--- src/rtl/modexp_pkg.sv ---
`timescale 1ns / 1ps
// ----------------------------------------------------------------------------
// modexp_pkg: shared types and constants
// Widths, controller states and the command/status structs that link the
// modular exponentiation controller and datapath.
// ----------------------------------------------------------------------------
package modexp_pkg;

   localparam int VALUE_WIDTH = 62;
   localparam int BASE_WIDTH  = 62;
   localparam int EXP_WIDTH   = 63;
   localparam int MOD_WIDTH   = 63;
   // working registers hold values below 2^(VALUE_WIDTH+1)
   localparam int WORK_WIDTH  = VALUE_WIDTH + 2;
   localparam int BIT_WIDTH   = $clog2(WORK_WIDTH);
   // bit count used by the reduction of the base
   localparam int RED_BITS    = BASE_WIDTH;
   localparam int RED_CNT_W   = $clog2(RED_BITS);

   typedef enum logic [2:0] {
      ST_IDLE,
      ST_REDUCE,
      ST_CHECK,
      ST_MUL_ACC,
      ST_MUL_SQR,
      ST_DONE
   } state_type;

   typedef enum logic [1:0] {
      OP_NONE,
      OP_LOAD,
      OP_REDUCE_STEP,
      OP_MUL_STEP
   } op_type;

   typedef struct packed {
      op_type op;
      logic   sel_sqr;   // multiply target: 1 = base*base, 0 = acc*base
      logic   mul_init;  // clear product and restart bit counter
      logic   mul_wb;    // write product back to its target
      logic   exp_shift; // drop lowest exponent bit
   } cmd_type;

   typedef struct packed {
      logic reduce_last;
      logic mul_last;
      logic exp_zero;
      logic exp_lsb;
   } status_type;

endpackage

--- src/rtl/modexp_datapath.sv ---
`timescale 1ns / 1ps
// ----------------------------------------------------------------------------
// modexp_datapath: operand registers and bit-serial modular multiplier
// Holds base, exponent, modulus and accumulator. A restoring shift-subtract
// step reduces the base; a double-and-add step forms exact modular products.
// ----------------------------------------------------------------------------
module modexp_datapath (
   input  logic                                  clock,
   input  modexp_pkg::cmd_type                   cmd,
   input  logic [modexp_pkg::BASE_WIDTH-1:0]     req_base_value,
   input  logic [modexp_pkg::EXP_WIDTH-1:0]      req_exponent,
   input  logic [modexp_pkg::MOD_WIDTH-1:0]      req_modulus,
   output modexp_pkg::status_type                status,
   output logic [modexp_pkg::VALUE_WIDTH-1:0]    result
);

   localparam int W = modexp_pkg::WORK_WIDTH;

   logic [W-1:0] base_ff, base_in;
   logic [W-1:0] acc_ff, acc_in;
   logic [W-1:0] mod_ff, mod_in;
   logic [W-1:0] prod_ff, prod_in;
   logic [modexp_pkg::EXP_WIDTH-1:0] exp_ff, exp_in;
   logic [modexp_pkg::BIT_WIDTH-1:0] bit_ff, bit_in;
   logic [modexp_pkg::RED_CNT_W-1:0] red_ff, red_in;
   logic [modexp_pkg::BASE_WIDTH-1:0] rsrc_ff, rsrc_in;

   logic [W-1:0] mod_sat;
   logic [W-1:0] dbl, dbl_r, add_v, add_r, mult_b, rem_sh, rem_r;
   logic         mbit;

   // modulus clamp: above 2^VALUE_WIDTH saturates, zero behaves like one
   always_comb begin
      if (req_modulus > modexp_pkg::MOD_WIDTH'(W'(1) << modexp_pkg::VALUE_WIDTH))
         mod_sat = W'(1) << modexp_pkg::VALUE_WIDTH;
      else if (req_modulus == '0)
         mod_sat = W'(1);
      else
         mod_sat = W'(req_modulus);
   end

   // one double-and-add step over the current multiplier bit
   always_comb begin
      mult_b = base_ff;
      mbit   = mult_b[bit_ff];
      dbl    = {prod_ff[W-2:0], 1'b0};
      dbl_r  = (dbl >= mod_ff) ? dbl - mod_ff : dbl;
      add_v  = dbl_r + (cmd.sel_sqr ? base_ff : acc_ff);
      add_r  = (add_v >= mod_ff) ? add_v - mod_ff : add_v;
   end

   // one restoring step of base reduction, msb first
   always_comb begin
      rem_sh = {base_ff[W-2:0], rsrc_ff[modexp_pkg::BASE_WIDTH-1]};
      rem_r  = (rem_sh >= mod_ff) ? rem_sh - mod_ff : rem_sh;
   end

   // register updates per command
   always_comb begin
      base_in = base_ff;
      acc_in  = acc_ff;
      mod_in  = mod_ff;
      prod_in = prod_ff;
      exp_in  = exp_ff;
      bit_in  = bit_ff;
      red_in  = red_ff;
      rsrc_in = rsrc_ff;
      unique case (cmd.op)
         modexp_pkg::OP_LOAD: begin
            mod_in  = mod_sat;
            exp_in  = req_exponent;
            rsrc_in = req_base_value;
            base_in = '0;
            acc_in  = (mod_sat == W'(1)) ? '0 : W'(1);
            red_in  = modexp_pkg::RED_CNT_W'(modexp_pkg::RED_BITS - 1);
         end
         modexp_pkg::OP_REDUCE_STEP: begin
            base_in = rem_r;
            rsrc_in = {rsrc_ff[modexp_pkg::BASE_WIDTH-2:0], 1'b0};
            red_in  = red_ff - 1'b1;
         end
         modexp_pkg::OP_MUL_STEP: begin
            prod_in = mbit ? add_r : dbl_r;
            bit_in  = bit_ff - 1'b1;
         end
         default: ;
      endcase
      if (cmd.mul_init) begin
         prod_in = '0;
         bit_in  = modexp_pkg::BIT_WIDTH'(W - 1);
      end
      if (cmd.mul_wb) begin
         if (cmd.sel_sqr) base_in = prod_ff;
         else             acc_in  = prod_ff;
      end
      if (cmd.exp_shift)
         exp_in = exp_ff >> 1;
   end

   always_ff @(posedge clock) begin
      base_ff <= base_in;
      acc_ff  <= acc_in;
      mod_ff  <= mod_in;
      prod_ff <= prod_in;
      exp_ff  <= exp_in;
      bit_ff  <= bit_in;
      red_ff  <= red_in;
      rsrc_ff <= rsrc_in;
   end

   // status back to the controller
   assign status.reduce_last = (red_ff == '0);
   assign status.mul_last    = (bit_ff == '0);
   assign status.exp_zero    = (exp_ff == '0);
   assign status.exp_lsb     = exp_ff[0];
   assign result             = acc_ff[modexp_pkg::VALUE_WIDTH-1:0];

endmodule

--- src/rtl/modexp_ctrl.sv ---
`timescale 1ns / 1ps
// ----------------------------------------------------------------------------
// modexp_ctrl: sequencing state machine
// Loads a beat, reduces the base, walks exponent bits issuing multiply
// passes, and holds the result register until the response beat is taken.
// ----------------------------------------------------------------------------
module modexp_ctrl (
   input  logic                   clock,
   input  logic                   reset,
   input  logic                   req_valid,
   output logic                   req_stall,
   output logic                   rsp_valid,
   input  logic                   rsp_stall,
   input  modexp_pkg::status_type status,
   output modexp_pkg::cmd_type    cmd
);

   modexp_pkg::state_type state_ff, state_in;
   logic                  busy_mul_ff, busy_mul_in; // multiply pass finished, write-back pending

   always_ff @(posedge clock) begin
      if (reset) begin
         state_ff    <= modexp_pkg::ST_IDLE;
         busy_mul_ff <= 1'b0;
      end else begin
         state_ff    <= state_in;
         busy_mul_ff <= busy_mul_in;
      end
   end

   // next state and commands
   always_comb begin
      state_in    = state_ff;
      busy_mul_in = busy_mul_ff;
      cmd         = '{op: modexp_pkg::OP_NONE, sel_sqr: 1'b0, mul_init: 1'b0,
                      mul_wb: 1'b0, exp_shift: 1'b0};
      req_stall   = 1'b1;
      rsp_valid   = 1'b0;
      unique case (state_ff)
         modexp_pkg::ST_IDLE: begin
            req_stall = 1'b0;
            if (req_valid) begin
               cmd.op   = modexp_pkg::OP_LOAD;
               state_in = modexp_pkg::ST_REDUCE;
            end
         end
         modexp_pkg::ST_REDUCE: begin
            cmd.op = modexp_pkg::OP_REDUCE_STEP;
            if (status.reduce_last) state_in = modexp_pkg::ST_CHECK;
         end
         modexp_pkg::ST_CHECK: begin
            cmd.mul_init = 1'b1;
            if (status.exp_zero)     state_in = modexp_pkg::ST_DONE;
            else if (status.exp_lsb) state_in = modexp_pkg::ST_MUL_ACC;
            else                     state_in = modexp_pkg::ST_MUL_SQR;
         end
         modexp_pkg::ST_MUL_ACC: begin
            if (busy_mul_ff) begin
               // pass finished last cycle: write back, start squaring
               cmd.mul_wb   = 1'b1;
               cmd.mul_init = 1'b1;
               busy_mul_in  = 1'b0;
               state_in     = modexp_pkg::ST_MUL_SQR;
            end else begin
               cmd.op = modexp_pkg::OP_MUL_STEP;
               if (status.mul_last) busy_mul_in = 1'b1;
            end
         end
         modexp_pkg::ST_MUL_SQR: begin
            cmd.sel_sqr = 1'b1;
            if (busy_mul_ff) begin
               cmd.mul_wb    = 1'b1;
               cmd.exp_shift = 1'b1;
               busy_mul_in   = 1'b0;
               state_in      = modexp_pkg::ST_CHECK;
            end else begin
               cmd.op = modexp_pkg::OP_MUL_STEP;
               if (status.mul_last) busy_mul_in = 1'b1;
            end
         end
         modexp_pkg::ST_DONE: begin
            rsp_valid = 1'b1;
            if (!rsp_stall) state_in = modexp_pkg::ST_IDLE;
         end
         default: state_in = modexp_pkg::ST_IDLE;
      endcase
   end

   // response only from the done state
   assert property (@(posedge clock) disable iff (reset)
      rsp_valid |-> state_ff == modexp_pkg::ST_DONE)
      else $error("rsp_valid outside done state");
   // no new request taken while a response is pending
   assert property (@(posedge clock) disable iff (reset)
      !req_stall |-> !rsp_valid)
      else $error("request accepted while response pending");
   // a held response stays until taken
   assert property (@(posedge clock) disable iff (reset)
      rsp_valid && rsp_stall |=> rsp_valid)
      else $error("response dropped while stalled");

endmodule

--- src/rtl/modular_exponentiation.sv ---
`timescale 1ns / 1ps
// ----------------------------------------------------------------------------
// modular_exponentiation: base^exponent mod modulus
// Top level joining the sequencing controller and the arithmetic datapath.
// ----------------------------------------------------------------------------
// One item at a time. An item is loaded, its base is reduced bit by bit,
// then for each exponent bit up to the highest set one the check state
// starts a multiply pass when the bit is set and then a square pass, all on
// one bit-serial double-and-add modular multiplier; a final visit to the
// check state then leads to the done state, which presents the result.
// The modulus saturates to 2^62 and a modulus of zero or one gives 0.
module modular_exponentiation (
   input  logic                                clock,
   input  logic                                reset,
   input  logic                                req_valid,
   output logic                                req_stall,
   input  logic [modexp_pkg::BASE_WIDTH-1:0]   req_base_value,
   input  logic [modexp_pkg::EXP_WIDTH-1:0]    req_exponent,
   input  logic [modexp_pkg::MOD_WIDTH-1:0]    req_modulus,
   output logic                                rsp_valid,
   input  logic                                rsp_stall,
   output logic [modexp_pkg::VALUE_WIDTH-1:0]  rsp_power_result
);

   modexp_pkg::cmd_type    cmd;
   modexp_pkg::status_type status;

   modexp_ctrl u_ctrl (
      .clock     (clock),
      .reset     (reset),
      .req_valid (req_valid),
      .req_stall (req_stall),
      .rsp_valid (rsp_valid),
      .rsp_stall (rsp_stall),
      .status    (status),
      .cmd       (cmd)
   );

   modexp_datapath u_dp (
      .clock          (clock),
      .cmd            (cmd),
      .req_base_value (req_base_value),
      .req_exponent   (req_exponent),
      .req_modulus    (req_modulus),
      .status         (status),
      .result         (rsp_power_result)
   );

endmodule

--- config.mk ---
export PLATFORM = sky130hd
export DESIGN_NAME = modular_exponentiation
export DESIGN_NICKNAME = d
export VERILOG_FILES = /design/src/rtl/modexp_pkg.sv /design/src/rtl/modexp_datapath.sv /design/src/rtl/modexp_ctrl.sv /design/src/rtl/modular_exponentiation.sv
export SDC_FILE = /design/constraint.sdc
export NUM_CORES = 2
export LEC_CHECK = 0
export BUFFER_PORTS_ARGS = -buffer_cell sky130_fd_sc_hd__buf_2
export CAP_MARGIN = 20
export CORE_MARGIN = 2
export CORE_UTILIZATION = 35
export CTS_CLUSTER_SIZE = 25
export DETAILED_ROUTE_END_ITERATION = 16
export GPL_ROUTABILITY_DRIVEN = 0
export PLACE_DENSITY = 0.57
export SYNTH_ARGS = -nofsm -noshare
export SYNTH_HDL_FRONTEND = slang
export SYNTH_HIERARCHICAL = 1
export SYNTH_SLANG_ARGS = --single-unit
export TNS_END_PERCENT = 10
--- constraint.sdc ---
create_clock -name clock -period 8 [get_ports clock]
set_input_delay 1.2 -clock clock [delete_from_list [all_inputs] [get_ports clock]]
set_output_delay 1.2 -clock clock [all_outputs]
set_load 0.01 [all_outputs]
==> metrics.txt <==
status completed; CP arrival 8.47 ns; H-tree depth 2; Final Critical Period 7.88 ns; Seq cells post-synth 396; Clk pin slew, worst setup/hold paths 0.06 ns; pin count of the biggest net entering global routing 71; final setup vio count 0; Ys Warns 6; post-synth cell types 95; Longest Clk Path Bufs 3; worst-path fanout max 5; clk_skew 0.0898 ns; register area share after synthesis 28.5%; Worst Setup End Kind flop; Storage cell area 9860 µm²; grt ovf 0; vias in the first global route 34378; Detailed Place HPWL 113000 µm; Fill cells 9701; initial antenna violation count 12; Initial Util 35.3%; DR vias 35872; CTS Root Cell clkbuf_16; RSZ-0062 raised after global routing yes; GRT Total Usage 26.9%; maximum clock rate 127 MHz; CTS tree yes; Startpoint Class flop; Crit-path slowest cell o41ai_4; Die W 319 µm; Avg WL per Cell 22.8 µm; worst slew pin tran 1.23 ns; IO Port Bufs 255; Final Hold Viols 0; die extent in y 319 µm; cell count after synthesis 4145; first-pass GRT wire length 211000 µm; fraction of layout instances using a drive strength above 1 32.1%; syn nets 4600; clk_lat worst skew 0.68 ns; CP most frequent cell buf_4; Async SR Flop Fraction 0%; Period Utilization, post-route 98.5%; area of the multi-input gates 24100 µm²; Routed Antenna Nets 0; Vias/cell 5.70; crit-path max cell delay 0.50 ns; most common cell after layout, fill and taps aside buf_4; dpl cells 6129; Slew Limit Fails 0; post-route insts no fill 6293; nets 5415; max_slew headroom 17.5%; worst setup path class flop to flop; final core occ 46.1%; Ports 256; syn avg cell area 8.36 µm²; 1st-iter DRT viols 3558; commonest non-fill, non-tap cells in the layout buf_4 (782), a21oi_1 (364), nand2_1 (349), nor2_1 (287), o21ai_0 (282); DRT Pass-1 Iters 8; Post-Syn Area 34700 µm²; Post-synth EDFFs 193; Residual DRC 0; area grow syn2layout 30.8%; routed wire length 144000 µm; Primary FF master, synth dfxtp_1; Critical Path RT 8.59 ns; Hold Slack 0.488 ns; area of the core 98300 µm²; max cap viols 0; # clock sinks 396; area of the die 102000 µm²; row cnt 115; total CTS buffers 50; worst min path class flop to flop
Yosys cell counts (133+ instances only):
library cell / count / area share, %
a21oi_1: 405 / 5.8
nor2_1: 297 / 3.2
xnor2_1: 148 / 3.7
inv_1: 150 / 1.6
mux2_2: 190 / 6.2
a21o_1: 133 / 2.9
o21ai_0: 310 / 4.5
edfxtp_1: 193 / 17
dfxtp_1: 203 / 12
clkbuf_1: 199 / 2.2
nand2_1: 360 / 3.9
ha_1: 259 / 9.4
layout make-up:
class	instances	area share, %
Multi-Input combinational cell	3299	53.3
Sequential cell	396	21.8
Timing Repair Buffer	1062	16.7
Tap cell	1287	3.55
Clock buffer	68	2.95
Inverter	151	1.27
Clock inverter	24	0.491
Antenna cell	6	0.0331
critical path: cells and delay by family, from the launching register on:
kind | cells | cell delay, ns
compound gates | 19 | 3.91
xor+xnor | 3 | 0.60
fa+ha+maj | 3 | 1.17
buf+inv | 5 | 0.80
flops | 1 | 0.35
mux | 1 | 0.12
simple gates | 3 | 0.82
layer usage:
metal  track usage (%)  vias up  part of all wire, %
li1                  -    16796                    -
met1              34.3    16956                   41
met2              43.0     1731                   45
met3              5.72      381                  8.8
met4              13.3        8                  5.5
met5                 0        -                0.038
cell families (layout without fill, tap and decap cells):
| kind of cell | Yosys count | in the layout | share of synthesized area (%) |
|---|---|---|---|
| other | 0 | 6 | 0 |
| buffers and inverters | 450 | 1305 | 5.74 |
| AO/OA/AOI/OAI | 1305 | 1305 | 23.5 |
| AND/OR/NAND/NOR | 1204 | 1204 | 16.8 |
| XOR/XNOR | 245 | 245 | 6.24 |
| flip-flops | 396 | 396 | 28.5 |
| multiplexers | 282 | 282 | 9.60 |
| adder cells (fa/ha/maj) | 263 | 263 | 9.58 |
what timing repair did:
action                                  4_1_cts  5_1_grt
cloned                                        0        5
buffers inserted                              7       53
pin swaps                                     9      126
endpoints found under the setup margin       64       64
resized for setup                            48      239
hold buffers                                  0        0
flip-flops by register name, indices dropped and copies added, names as in the netlist:
signal	flops
u_ctrl/busy_mul_ff	1
u_ctrl/state_ff	3
u_dp/acc_ff	64
u_dp/base_ff	64
u_dp/bit_ff	6
u_dp/exp_ff	63
u_dp/mod_ff	63
u_dp/prod_ff	64
u_dp/red_ff	6
u_dp/rsrc_ff	62
stage by stage:
stage / area [µm²] / TNS (ns) / worst slack [ns]
after global placement: 41900 / -50.09 / -1.13
final: 45300 / 0 / 0.123
after floorplan: 34700 / 0 / 0.509
after global routing: 45300 / -0.968 / -0.118
after detailed placement: 41900 / -51.43 / -1.15
after CTS: 43700 / 0 / 0.000709
final timing paths:
kind | slack (ns) | start | cells past startpoint | endpoint
setup reg to reg | 0.12 | u_dp/prod_ff[0] | 34 | u_dp/prod_ff[57]
hold reg to reg | 0.49 | u_dp/acc_ff[15] | 2 | u_dp/acc_ff[15]
hold / removal | 0.49 | u_dp/acc_ff[15] | 2 | u_dp/acc_ff[15]
setup / recovery | 0.12 | u_dp/prod_ff[0] | 34 | u_dp/prod_ff[57]
Power is left out: the tool's default activity adds up to more than one toggle a clock period on the data nets, which glitch-free logic cannot reach.
